### src/rtl/core/apt_pkg.sv
package apt_pkg;

  localparam int CAM_W  = 6;
  localparam int TIME_W = 32;
  localparam int OP_W   = 2;
  localparam int CFG_IDX_W = 1;

  localparam logic [OP_W-1:0] OP_ACTIVITY = 2'd0;
  localparam logic [OP_W-1:0] OP_SWEEP    = 2'd1;
  localparam logic [OP_W-1:0] OP_FLUSH    = 2'd2;

  localparam logic [CFG_IDX_W-1:0] CFG_IDLE_TIMEOUT = 1'd0;
  localparam logic [CFG_IDX_W-1:0] CFG_MAX_PERIOD   = 1'd1;

  localparam logic [TIME_W-1:0] IDLE_TIMEOUT_RST = 32'd60;
  localparam logic [TIME_W-1:0] MAX_PERIOD_RST   = 32'd300;

  typedef struct packed {
    logic [OP_W-1:0]   opcode;
    logic [CAM_W-1:0]  camera_id;
    logic [TIME_W-1:0] now_time;
  } apt_in_t;

  typedef struct packed {
    logic [CAM_W-1:0]  period_camera;
    logic [TIME_W-1:0] period_start;
    logic [TIME_W-1:0] period_end;
    logic              last_of_run;
  } apt_out_t;

  // controller -> datapath
  typedef struct packed {
    logic act_wr;     // write activity transaction into the table
    logic load_run;   // latch sweep/flush context, rewind scan index
    logic step;       // commit evaluation of current entry, advance index
    logic emit_last;  // push pending period out as last of run
  } apt_cmd_t;

  // datapath -> controller
  typedef struct packed {
    logic close_hit;  // current entry is valid and must be closed
    logic pend_v;     // a closed period waits in the pending register
    logic out_free;   // output register can take a transaction this cycle
    logic idx_last;   // scan index is at the final entry
  } apt_sts_t;

endpackage

### src/rtl/core/apt_ctrl.sv
module apt_ctrl (
  input  logic                       clk,
  input  logic                       rst_n,
  input  logic                       in_valid,
  input  logic [apt_pkg::OP_W-1:0]   in_opcode,
  output logic                       in_stall,
  input  apt_pkg::apt_sts_t          sts,
  output apt_pkg::apt_cmd_t          cmd
);

  typedef enum logic [3:0] {
    ST_IDLE = 4'b0001,
    ST_RD   = 4'b0010,
    ST_EV   = 4'b0100,
    ST_FIN  = 4'b1000
  } state_t;

  state_t state_r, state_nxt;

  always_comb begin
    state_nxt = state_r;
    cmd       = '0;
    in_stall  = 1'b1;
    case (state_r)
      ST_IDLE: begin
        in_stall = 1'b0;
        if (in_valid) begin
          case (in_opcode)
            apt_pkg::OP_ACTIVITY: cmd.act_wr = 1'b1;
            apt_pkg::OP_SWEEP, apt_pkg::OP_FLUSH: begin
              cmd.load_run = 1'b1;
              state_nxt    = ST_RD;
            end
            default: ;
          endcase
        end
      end
      // read data for the current index lands at the end of this cycle
      ST_RD: state_nxt = ST_EV;
      ST_EV: begin
        // hold when a close needs the output register and it is still busy
        if (!(sts.close_hit && sts.pend_v && !sts.out_free)) begin
          cmd.step  = 1'b1;
          state_nxt = sts.idx_last ? ST_FIN : ST_RD;
        end
      end
      ST_FIN: begin
        if (!sts.pend_v) begin
          state_nxt = ST_IDLE;
        end else if (sts.out_free) begin
          cmd.emit_last = 1'b1;
          state_nxt     = ST_IDLE;
        end
      end
      default: state_nxt = ST_IDLE;
    endcase
  end

  always_ff @(posedge clk) begin
    if (!rst_n) begin
      state_r <= ST_IDLE;
    end else begin
      state_r <= state_nxt;
    end
  end

endmodule

### src/rtl/core/apt_dp.sv
module apt_dp #(
  parameter int MAX_CAMERAS = 64,
  parameter int TIME_BITS   = 32
) (
  input  logic                            clk,
  input  logic                            rst_n,
  input  apt_pkg::apt_in_t                in_data,
  input  logic                            cfg_valid,
  input  logic [apt_pkg::CFG_IDX_W-1:0]   cfg_index,
  input  logic [apt_pkg::TIME_W-1:0]      cfg_data,
  input  apt_pkg::apt_cmd_t               cmd,
  output apt_pkg::apt_sts_t               sts,
  input  logic                            out_stall,
  output logic                            out_valid,
  output apt_pkg::apt_out_t               out_data
);

  localparam int AW = (MAX_CAMERAS > 1) ? $clog2(MAX_CAMERAS) : 1;
  localparam int DW = (TIME_BITS > apt_pkg::TIME_W) ? apt_pkg::TIME_W + 1 : TIME_BITS;
  localparam int TW = apt_pkg::TIME_W;

  // strict compare of (a - b) mod 2^TIME_BITS (2^(TIME_W+1) if TIME_BITS is larger) against a threshold
  function automatic logic diff_gt(input logic [TW-1:0] a, input logic [TW-1:0] b,
                                   input logic [TW-1:0] thr);
    logic [TW:0]   d;
    logic [DW-1:0] dm;
    d  = {1'b0, a} - {1'b0, b};
    dm = d[DW-1:0];
    return (TW+1)'(dm) > {1'b0, thr};
  endfunction

  logic [TW-1:0] start_mem [MAX_CAMERAS];
  logic [TW-1:0] last_mem  [MAX_CAMERAS];
  logic [TW-1:0] start_rd_r, last_rd_r;

  logic [MAX_CAMERAS-1:0] valid_r, valid_nxt;
  logic [TW-1:0] idle_r, maxp_r;

  logic [AW-1:0] idx_r;
  logic          flush_r;
  logic [TW-1:0] now_r;

  logic                      pend_v_r, pend_v_nxt;
  logic [apt_pkg::CAM_W-1:0] pend_cam_r;
  logic [TW-1:0]             pend_start_r, pend_end_r;

  logic              out_valid_r, out_valid_nxt;
  apt_pkg::apt_out_t out_r;

  logic          cam_ok;
  logic [AW-1:0] act_addr;
  logic          act_en;
  logic          close_hit;
  logic          out_free;
  logic          push_mid;

  assign cam_ok   = {1'b0, in_data.camera_id} < (apt_pkg::CAM_W+1)'(MAX_CAMERAS);
  assign act_addr = in_data.camera_id[AW-1:0];
  assign act_en   = cmd.act_wr && cam_ok;

  assign close_hit = valid_r[idx_r] &&
                     (flush_r || diff_gt(now_r, last_rd_r, idle_r) ||
                      diff_gt(last_rd_r, start_rd_r, maxp_r));
  assign out_free  = !out_valid_r || !out_stall;
  assign push_mid  = cmd.step && close_hit && pend_v_r;

  assign sts.close_hit = close_hit;
  assign sts.pend_v    = pend_v_r;
  assign sts.out_free  = out_free;
  assign sts.idx_last  = (idx_r == AW'(MAX_CAMERAS - 1));

  // table memories: one write port, one registered read at the scan index
  always_ff @(posedge clk) begin
    if (act_en) begin
      if (!valid_r[act_addr]) begin
        start_mem[act_addr] <= in_data.now_time;
      end
      last_mem[act_addr] <= in_data.now_time;
    end
    start_rd_r <= start_mem[idx_r];
    last_rd_r  <= last_mem[idx_r];
  end

  always_comb begin
    valid_nxt = valid_r;
    if (act_en) begin
      valid_nxt[act_addr] = 1'b1;
    end
    if (cmd.step && close_hit) begin
      valid_nxt[idx_r] = 1'b0;
    end
  end

  always_comb begin
    pend_v_nxt = pend_v_r;
    if (cmd.step && close_hit) begin
      pend_v_nxt = 1'b1;
    end else if (cmd.emit_last) begin
      pend_v_nxt = 1'b0;
    end
  end

  always_comb begin
    out_valid_nxt = out_valid_r && out_stall;
    if (push_mid || cmd.emit_last) begin
      out_valid_nxt = 1'b1;
    end
  end

  always_ff @(posedge clk) begin
    if (!rst_n) begin
      valid_r     <= '0;
      pend_v_r    <= 1'b0;
      out_valid_r <= 1'b0;
      idle_r      <= apt_pkg::IDLE_TIMEOUT_RST;
      maxp_r      <= apt_pkg::MAX_PERIOD_RST;
    end else begin
      valid_r     <= valid_nxt;
      pend_v_r    <= pend_v_nxt;
      out_valid_r <= out_valid_nxt;
      if (cfg_valid) begin
        case (cfg_index)
          apt_pkg::CFG_IDLE_TIMEOUT: idle_r <= cfg_data;
          apt_pkg::CFG_MAX_PERIOD:   maxp_r <= cfg_data;
          default: ;
        endcase
      end
    end
  end

  always_ff @(posedge clk) begin
    if (cmd.load_run) begin
      idx_r   <= '0;
      flush_r <= (in_data.opcode == apt_pkg::OP_FLUSH);
      now_r   <= in_data.now_time;
    end else if (cmd.step) begin
      idx_r <= idx_r + AW'(1);
    end
    if (cmd.step && close_hit) begin
      pend_cam_r   <= apt_pkg::CAM_W'(idx_r);
      pend_start_r <= start_rd_r;
      pend_end_r   <= last_rd_r;
    end
    // previous pending period goes out; it is marked last only for emit_last, else another one follows
    if (push_mid || cmd.emit_last) begin
      out_r.period_camera <= pend_cam_r;
      out_r.period_start  <= pend_start_r;
      out_r.period_end    <= pend_end_r;
      out_r.last_of_run   <= cmd.emit_last;
    end
  end

  assign out_valid = out_valid_r;
  assign out_data  = out_r;

endmodule

### src/rtl/core/activity_period_timeout_table_unit.sv
// Activity period timeout table.
// Input channel (in_valid / in_stall / in_data) takes one transaction per
// accepted edge: activity for a camera, sweep for expired periods, or flush.
// Activity transactions may follow back to back;
// they produce no result.
// A sweep or flush scans all MAX_CAMERAS entries, each in a read state (the
// registered table read) and then an evaluate state, and ends in a closing
// state; in_stall stays high after its accepting edge until the block is idle
// again. The registered table read port is why each entry needs a read state.
// Each closed period leaves as one transaction on out_valid / out_stall /
// out_data; last_of_run marks the final one of a sweep or flush. A closed
// period is held in a pending register and leaves only once the next closed
// period is found or the scan ends.
// While out_stall is high the output register holds; the scan pauses when a
// closed period is found while another is pending and the output register
// is stalled, and the closing cycle waits the same way for the last one.
// Configuration: cfg_valid / cfg_ready, always ready; index 0 is
// idle_timeout, index 1 is max_period. Write only while the block is idle.
// Reset (rst_n low, synchronous) clears the table and output register.
module activity_period_timeout_table_unit #(
  parameter int MAX_CAMERAS = 64,
  parameter int TIME_BITS   = 32
) (
  input  logic                            clk,
  input  logic                            rst_n,
  input  logic                            in_valid,
  output logic                            in_stall,
  input  apt_pkg::apt_in_t                in_data,
  output logic                            out_valid,
  input  logic                            out_stall,
  output apt_pkg::apt_out_t               out_data,
  input  logic                            cfg_valid,
  output logic                            cfg_ready,
  input  logic [apt_pkg::CFG_IDX_W-1:0]   cfg_index,
  input  logic [apt_pkg::TIME_W-1:0]      cfg_data
);

  apt_pkg::apt_cmd_t cmd;
  apt_pkg::apt_sts_t sts;

  assign cfg_ready = 1'b1;

  apt_ctrl u_ctrl (
    .clk       (clk),
    .rst_n     (rst_n),
    .in_valid  (in_valid),
    .in_opcode (in_data.opcode),
    .in_stall  (in_stall),
    .sts       (sts),
    .cmd       (cmd)
  );

  apt_dp #(
    .MAX_CAMERAS (MAX_CAMERAS),
    .TIME_BITS   (TIME_BITS)
  ) u_dp (
    .clk       (clk),
    .rst_n     (rst_n),
    .in_data   (in_data),
    .cfg_valid (cfg_valid && cfg_ready),
    .cfg_index (cfg_index),
    .cfg_data  (cfg_data),
    .cmd       (cmd),
    .sts       (sts),
    .out_stall (out_stall),
    .out_valid (out_valid),
    .out_data  (out_data)
  );

  a_run_stalls_input: assert property (@(posedge clk) disable iff (!rst_n)
    (in_valid && !in_stall &&
     (in_data.opcode == apt_pkg::OP_SWEEP || in_data.opcode == apt_pkg::OP_FLUSH))
    |=> in_stall)
    else $error("input not stalled after sweep or flush start");

  a_activity_no_stall: assert property (@(posedge clk) disable iff (!rst_n)
    (in_valid && !in_stall && in_data.opcode == apt_pkg::OP_ACTIVITY) |=> !in_stall)
    else $error("activity transaction stalled the input");

  a_emit_needs_pending: assert property (@(posedge clk) disable iff (!rst_n)
    cmd.emit_last |-> (sts.pend_v && sts.out_free))
    else $error("last period emitted without pending entry or free output");

  a_push_needs_room: assert property (@(posedge clk) disable iff (!rst_n)
    (cmd.step && sts.close_hit && sts.pend_v) |-> sts.out_free)
    else $error("closed period pushed into busy output register");

endmodule
### config.mk
export PLATFORM = sky130hd
export DESIGN_NAME = activity_period_timeout_table_unit
export DESIGN_NICKNAME = d
export VERILOG_FILES = /design/src/rtl/core/apt_pkg.sv /design/src/rtl/core/apt_ctrl.sv /design/src/rtl/core/apt_dp.sv /design/src/rtl/core/activity_period_timeout_table_unit.sv
export SDC_FILE = /design/constraint.sdc
export NUM_CORES = 2
export LEC_CHECK = 0
export ABC_AREA = 1
export BUFFER_PORTS_ARGS = -buffer_cell sky130_fd_sc_hd__clkbuf_2
export CAP_MARGIN = 0
export CORE_ASPECT_RATIO = 1.5
export CORE_MARGIN = 2
export CORE_UTILIZATION = 44
export DETAILED_ROUTE_END_ITERATION = 7
export PLACE_DENSITY = 0.65
export RECOVER_POWER = 25
export SLEW_MARGIN = 25
export SYNTH_ARGS = -nofsm -noshare
export SYNTH_HDL_FRONTEND = slang
export SYNTH_SLANG_ARGS = --single-unit
### constraint.sdc
create_clock -name clk -period 6.92 [get_ports clk]
set_input_delay 1.384 -clock clk [delete_from_list [all_inputs] [get_ports clk]]
set_output_delay 1.384 -clock clk [all_outputs]
set_load 0.05 [all_outputs]
; Word-level counts from Yosys, hierarchy flattened
; Memories as Yosys holds them, arrays and structs flattened. A register that Yosys moved wholly into a read port is not among the register bits.
; Cells that the tools add are included.
[op_classes]
n_reduce_logical = 21
bitwise_logic = 4
muxes = 35
n_lt_le_gt_ge = 6
add_sub_neg = 3
eq_ne = 11
[ops]
columns = cell, n
row1 = two-way mux 64 bit, 2
row2 = AND 64 bit, 1
row3 = greater-than comparator 32 bit, 2
row4 = inverter 64 bit, 1
row5 = OR 64 bit, 1
row6 = subtractor 32 bit, 2
row7 = two-way mux 4 bit, 6
row8 = two-way mux 1 bit, 20
row9 = case mux 4 bit (4 select lines), 1
row10 = "< comparator 6 x 7 -> 1 bit, second input constant", 2
row11 = binary-select mux 1 bit (select 6 bit), 2
row12 = demux 1 bit (select 6 bit), 2
row13 = ">= comparator 6 x 1 -> 1 bit, second input constant", 2
row14 = logical AND 1 bit, 8
row15 = "adder 6 x 1 -> 6 bit, second input constant", 1
row16 = "equality test 6 bit, second input constant", 1
row17 = "inequality test 2 bit, second input constant", 3
row18 = "equality test 4 x 1 -> 1 bit, second input constant", 1
row19 = "equality test 4 x 2 -> 1 bit, second input constant", 1
row20 = "equality test 4 x 3 -> 1 bit, second input constant", 1
row21 = "equality test 4 bit, second input constant", 1
row22 = logical OR 1 bit, 4
row23 = two-way mux 2 bit, 2
row24 = AND reduction 2 bit, 2
row25 = 9 further kinds, 11
[word_totals]
ramBits = 4096
mem_count = 2
register_bits = 314
[mem_list]
columns = name, words, width, rd, rd_ports_with_merged_regs, wr, line_no
row1 = u_dp.last_mem, 64, 32, 1, 1, 1, apt_dp.sv:33  ; logic [TW-1:0] last_mem [MAX_CAMERAS];
row2 = u_dp.start_mem, 64, 32, 1, 1, 1, apt_dp.sv:32  ; logic [TW-1:0] start_mem [MAX_CAMERAS];

; Logic depth before layout (Yosys ltp)
[depth]
ltp_word = 13
ltp_mapped = 33
depth_no_buf = 33

; By module
; Synthesis repeated with hierarchy kept, for this count alone.
[hier_totals]
cells_unflattened = 11677
hier_area_um2 = 169292.4
[modules_own_cells]
columns = mod, instances, area_each_um2, seq_area_each_um2, cells_per_inst
row1 = apt_dp, 1, 168994.6, 132226.8, 11628
row2 = apt_ctrl, 1, 286.5, 80.1, 47
row3 = activity_period_timeout_table_unit, 1, 11.3, 0.0, 2

; Worst setup path after synthesis
; Ideal clock, no wire load.
[synth_timing]
kind = flip-flop to flip-flop
from = reg u_dp.last_rd_r[1] (read register of u_dp.last_mem)
to = reg u_dp.out_r (netlist bit u_dp.out_data[0]) (enable)
n_path_buf = 0
setup_time_ns = 0.431
synth_period_minus_slack_ns = 5.554
t_required_ns = 6.489
path_stages_with_launch = 27
arrival_ns = 5.123
slack_ns = 1.366
path_cell_list = dfxtp_1 inv_1 ha_1 nand2_1 nor3_1 nor2_1 o21ai_0 a31oi_1 o21ai_0 nand2_1 nand2_1 nand2_1 nand3_1 nand2_1 ha_1 nand2_1 nor2_1 inv_1 nor4_1 nand2_1 nand2_1 nand2_1 nand3_1 nand4_1 clkinv_1 nand2_1 nand2_1
[synth_via]
elab_chain_cells = 12
[synth_rtl]
columns = item, line_no
row1 = "start, declared", apt_dp.sv:34  ; logic [TW-1:0] start_rd_r, last_rd_r;
row2 = subtractor 32 bit, apt_dp.sv:27  ; d = {1'b0, a} - {1'b0, b};
row3 = greater-than comparator 32 bit, apt_dp.sv:29  ; return (TW+1)'(dm) > {1'b0, thr};
row4 = logical OR 1 bit, apt_dp.sv:62  ; (flush_r || diff_gt(now_r, last_rd_r, idle_r) ||
row5 = logical OR 1 bit (*), apt_dp.sv:62
row6 = logical AND 1 bit (*), apt_dp.sv:61  ; assign close_hit = valid_r[idx_r] &&
row7 = logical AND 1 bit (2 in series), apt_ctrl.sv:42  ; if (!(sts.close_hit && sts.pend_v && !sts.out_free)) begin
row8 = two-way mux 1 bit, apt_ctrl.sv:42
row9 = two-way mux 1 bit, apt_ctrl.sv:24  ; case (state_r)
row10 = logical AND 1 bit (*) (2 in series), apt_dp.sv:65  ; assign push_mid = cmd.step && close_hit && pend_v_r;
row11 = logical OR 1 bit (*), apt_dp.sv:145  ; if (push_mid || cmd.emit_last) begin
row12 = "end, declared", apt_dp.sv:48  ; apt_pkg::apt_out_t out_r;
; Every way passes the cells marked *; elsewhere a longest branch is shown, timed or not.
; A chain may end at the register's enable or synchronous reset.

; Worst setup path after layout
[layout_timing]
from = in in_data[5] in the netlist's numbering
to = mem u_dp.start_mem[40][5] in the netlist's numbering (data pin)
[layout_lines]
columns = item, line_no
row1 = "start, declared", activity_period_timeout_table_unit.sv:28  ; input apt_pkg::apt_in_t in_data,
row2 = "end, declared", apt_dp.sv:32
; Straight into the memory's write port.

==> metrics.md <==
| Metric | Value |
|---|---|
| Vias per cell | 6.17 |
| Yosys top cell by area | edfxtp_1 |
| Seq pwr share | 53.3% |
| Seq cells post-synth | 4474 |
| Post-synth EDFFs | 4270 |
| Unrepaired setup endpoints after global routing | false |
| Synthesized instance count | 11200 |
| Clk_skew | 0.0761 ns |
| Root buffer cell | clkbuf_16 |
| Crit-path leading delay family | buffers and inverters |
| Power Density | 295 nW/um2 |
| Layout cell share with drive strength beyond 1 | 9.97% |
| CTS Buf Count | 378 |
| Core Footprint | around 380000 um2 |
| GRT Total Usage | between 20% and 30% |
| Hold path depth | 0 |
| # Post-CTS Setup Buffers | 0 |
| Final wirelength | between 500000 and 600000 um |
| Post-synthesis sequential area ratio | approximately 80% |
| Post-synth top flop | edfxtp_1 |
| YS warnings | 0 |
| DRC errors left | 0 |
| Sw power | between 10 and 15 mW |
| GRT met2 Usage | 44.3% |
| Status | finished with violations |
| Worst-skew pair later-pin latency | 0.97 ns |
| Critical path class | primary input to flip-flop |
| Crit path largest cell delay | approximately 3.1 ns |
| Clk slew on worst S/H paths | 0.07 ns |
| Pint | 43.1 mW |
| Crit path cell chain | clkbuf_1, dlymetal6s4s_1 |
| Post-Syn Area | 168000 um2 |
| Data required, critical path | 6.98 ns |
| R2R depth | 9 |
| First-pass GRT wire length | about 750000 um |
| Setup violators final | 0 |
| Via Count | 105000 |
| Met3 Use GR | 3.89% |
| Least-Margin Pin Slew | 5.37 ns |
| Hold Buf Count CTS | 0 |
| Slew HR | -258% |
| Critical Path End Type | flip-flop |
| CP arrival | 6.52 ns |
| Leakage Power | 61.2 nW |
| Filler cells | 31300 |
| IO buf count | 150 |
| Chip Height | 761 um |
| Drt first pass iters | 8 |
| Chip Width | 509 um |
| Vias in the first global route | 99600 |
| Worst path slowest cell | dlymetal6s4s_1 |
| Number of max-cap violations | 47 |
| Ports | 152 |
| Post-DP Area | 177000 um2 |
| Clock Sink Count | 4474 |
| Drt wl/cell | 32.0 um |
| Initial antenna violation count | 82 |
| Final Cell Area | 190000 um2 |
| Ranking of synthesized cells by area | edfxtp_1, nand2_1, a22oi_1 |
| FMAX | 0.155 GHz |
| Critical Path Stages | 2 |
| Die ar. | 387000 um2 |
| Initial Util | 44.2% |
| Final Max Slew Viols | 2482 |
| Grt peak-use layer | met2 |
| Final setup TNS | 0 ns |
| Met1 usage | 33.8% |
| Logic pwr share | 7.6% |
| DP Wirelength | roughly 320000 um |
| Post-Syn Area per Cell | 15.1 um2 |
| WP buf/inv | 2 |
| CTS-repair resized insts | 0 |
| Syn-to-layout area delta | 13.0% |
| Async SR Flop Fraction | 0% |
| Final worst-path cycle share | 93.3% |
| Commonest cells in the netlist | edfxtp_1, nand2_1, a22oi_1 |
| Startpoint types | primary input |
| GPL Wtd Cong | 0.934 |
| Most common cell in the netlist | edfxtp_1 |
| Rows | 277 |
| Non-Filler Instances | between 15000 and 20000 |
| Placed cell count | 16100 |
| Sw Ratio | 23.2% |
| DRT iter0 DRCs | around 15000 |
| Post-synth cell types | 48 |
| Post-route ant nets | 0 |
| Final hold vios | 0 |
| CTS tree | yes |
| Net count after synthesis | about 11000 |
| Failing checks | capacitance limit, slew limit |
| Number of H-tree levels | 5 |
| CTS Buffer Depth | 4 |
| Post-synth top area share | 76.3% |
| GRT Residual Overflow | 0 |
| Max FO, Critical Path | 89 |
| Clk pwr share | 39.1% |
| Total Nets Final | 11700 |
| Minimum clock period | 6.46 ns |
| Hold crit path type | flip-flop to flip-flop |
| Max rail drop VDD | approximately 0.23 mV |
| Largest net degree at the start of global routing | 132 |
[logic make-up (layout without fill, tap and decap cells)]
group	count (synthesis)	count (layout)	share of synthesized area (%)
AOI/OAI and AO/OA	2009	2009	8.62
DFF	4474	4474	78.7
buffers and inverters	1009	1608	2.49
xor gates and xnor gates	63	63	0.328
adders and majority gates	131	131	0.984
other	1	184	0.00223
and+or+nand+nor	3471	3471	8.83
[flip-flops by register name, summed over array words and instances, names as in the netlist, 4 cells and up]
register           cells
u_dp.start_rd_r       32
u_dp.maxp_r           32
u_ctrl.state_r         4
u_dp.start_mem      2048
u_dp.idle_r           32
u_dp.out_data         71
u_dp.pend_start_r     32
u_dp.pend_end_r       32
u_dp.last_rd_r        32
u_dp.pend_cam_r        6
u_dp.idx_r             6
u_dp.now_r            32
u_dp.valid_r          64
u_dp.last_mem       2048
[worst paths after layout]
path / startpoint / end / slack (ns)
setup reg to reg: u_dp.idx_r[0] / u_dp.start_rd_r[0] / 0.81
setup / recovery: in_data[5] / u_dp.start_mem[40][5] / 0.46
hold reg to reg: u_dp.pend_end_r[31] / u_dp.out_data[32] / 0.42
hold / removal: u_dp.pend_end_r[31] / u_dp.out_data[32] / 0.42
[cell usage in the layout, fill, tap and decap left out, types with 183 or more instances in the layout]
cell	synthesis	final
a22o_1	244	244
diode_2	0	183
o21ai_0	307	307
nand2_1	2393	2392
clkbuf_16	0	384
a21oi_1	286	286
dfxtp_1	204	203
nand4_1	564	564
buf_4	13	258
inv_1	411	411
edfxtp_1	4270	4270
a22oi_1	600	600
a221oi_1	431	431
[through the flow]
stage	worst slack [ns]	hold WS, ns	power (mW)	util, %
after floorplan	1.37	0.400	32.7	-
after global placement	0.860	0.409	34.6	46.5
after detailed placement	1.09	0.405	34.6	46.6
after CTS	1.05	0.417	56.0	49.9
after global routing	0.416	0.433	57.3	50.0
final	0.461	0.416	56.0	50.0
[per-layer routing]
layer	wire [um]	part of all wire, %
met5	172	0.032
met4	41200	7.6
met3	53100	9.8
met2	260000	48
met1	189000	35
[cell type report]
type / count / area (um2) / area share (%)
Inverter: 429 / 1660 / 0.877
Antenna cell: 183 / 458 / 0.241
Tap cell: 5022 / 6280 / 3.31
Timing Repair Buffer: 486 / 3980 / 2.10
Clock inverter: 251 / 2640 / 1.39
Multi-Input combinational cell: 5675 / 32600 / 17.2
Sequential cell: 4474 / 132000 / 69.7
Clock buffer: 442 / 9880 / 5.20
[power by group through the flow]
stage	registers (mW)	logic, mW	clock network, mW
after floorplan	30.4	2.25	0
after global placement	30.4	4.11	0
after detailed placement	30.4	4.17	0
after CTS	29.9	4.19	22.0
after global routing	29.9	4.52	22.9
final	29.9	4.24	21.9
Note: power is estimated with default switching activity, not from simulation.
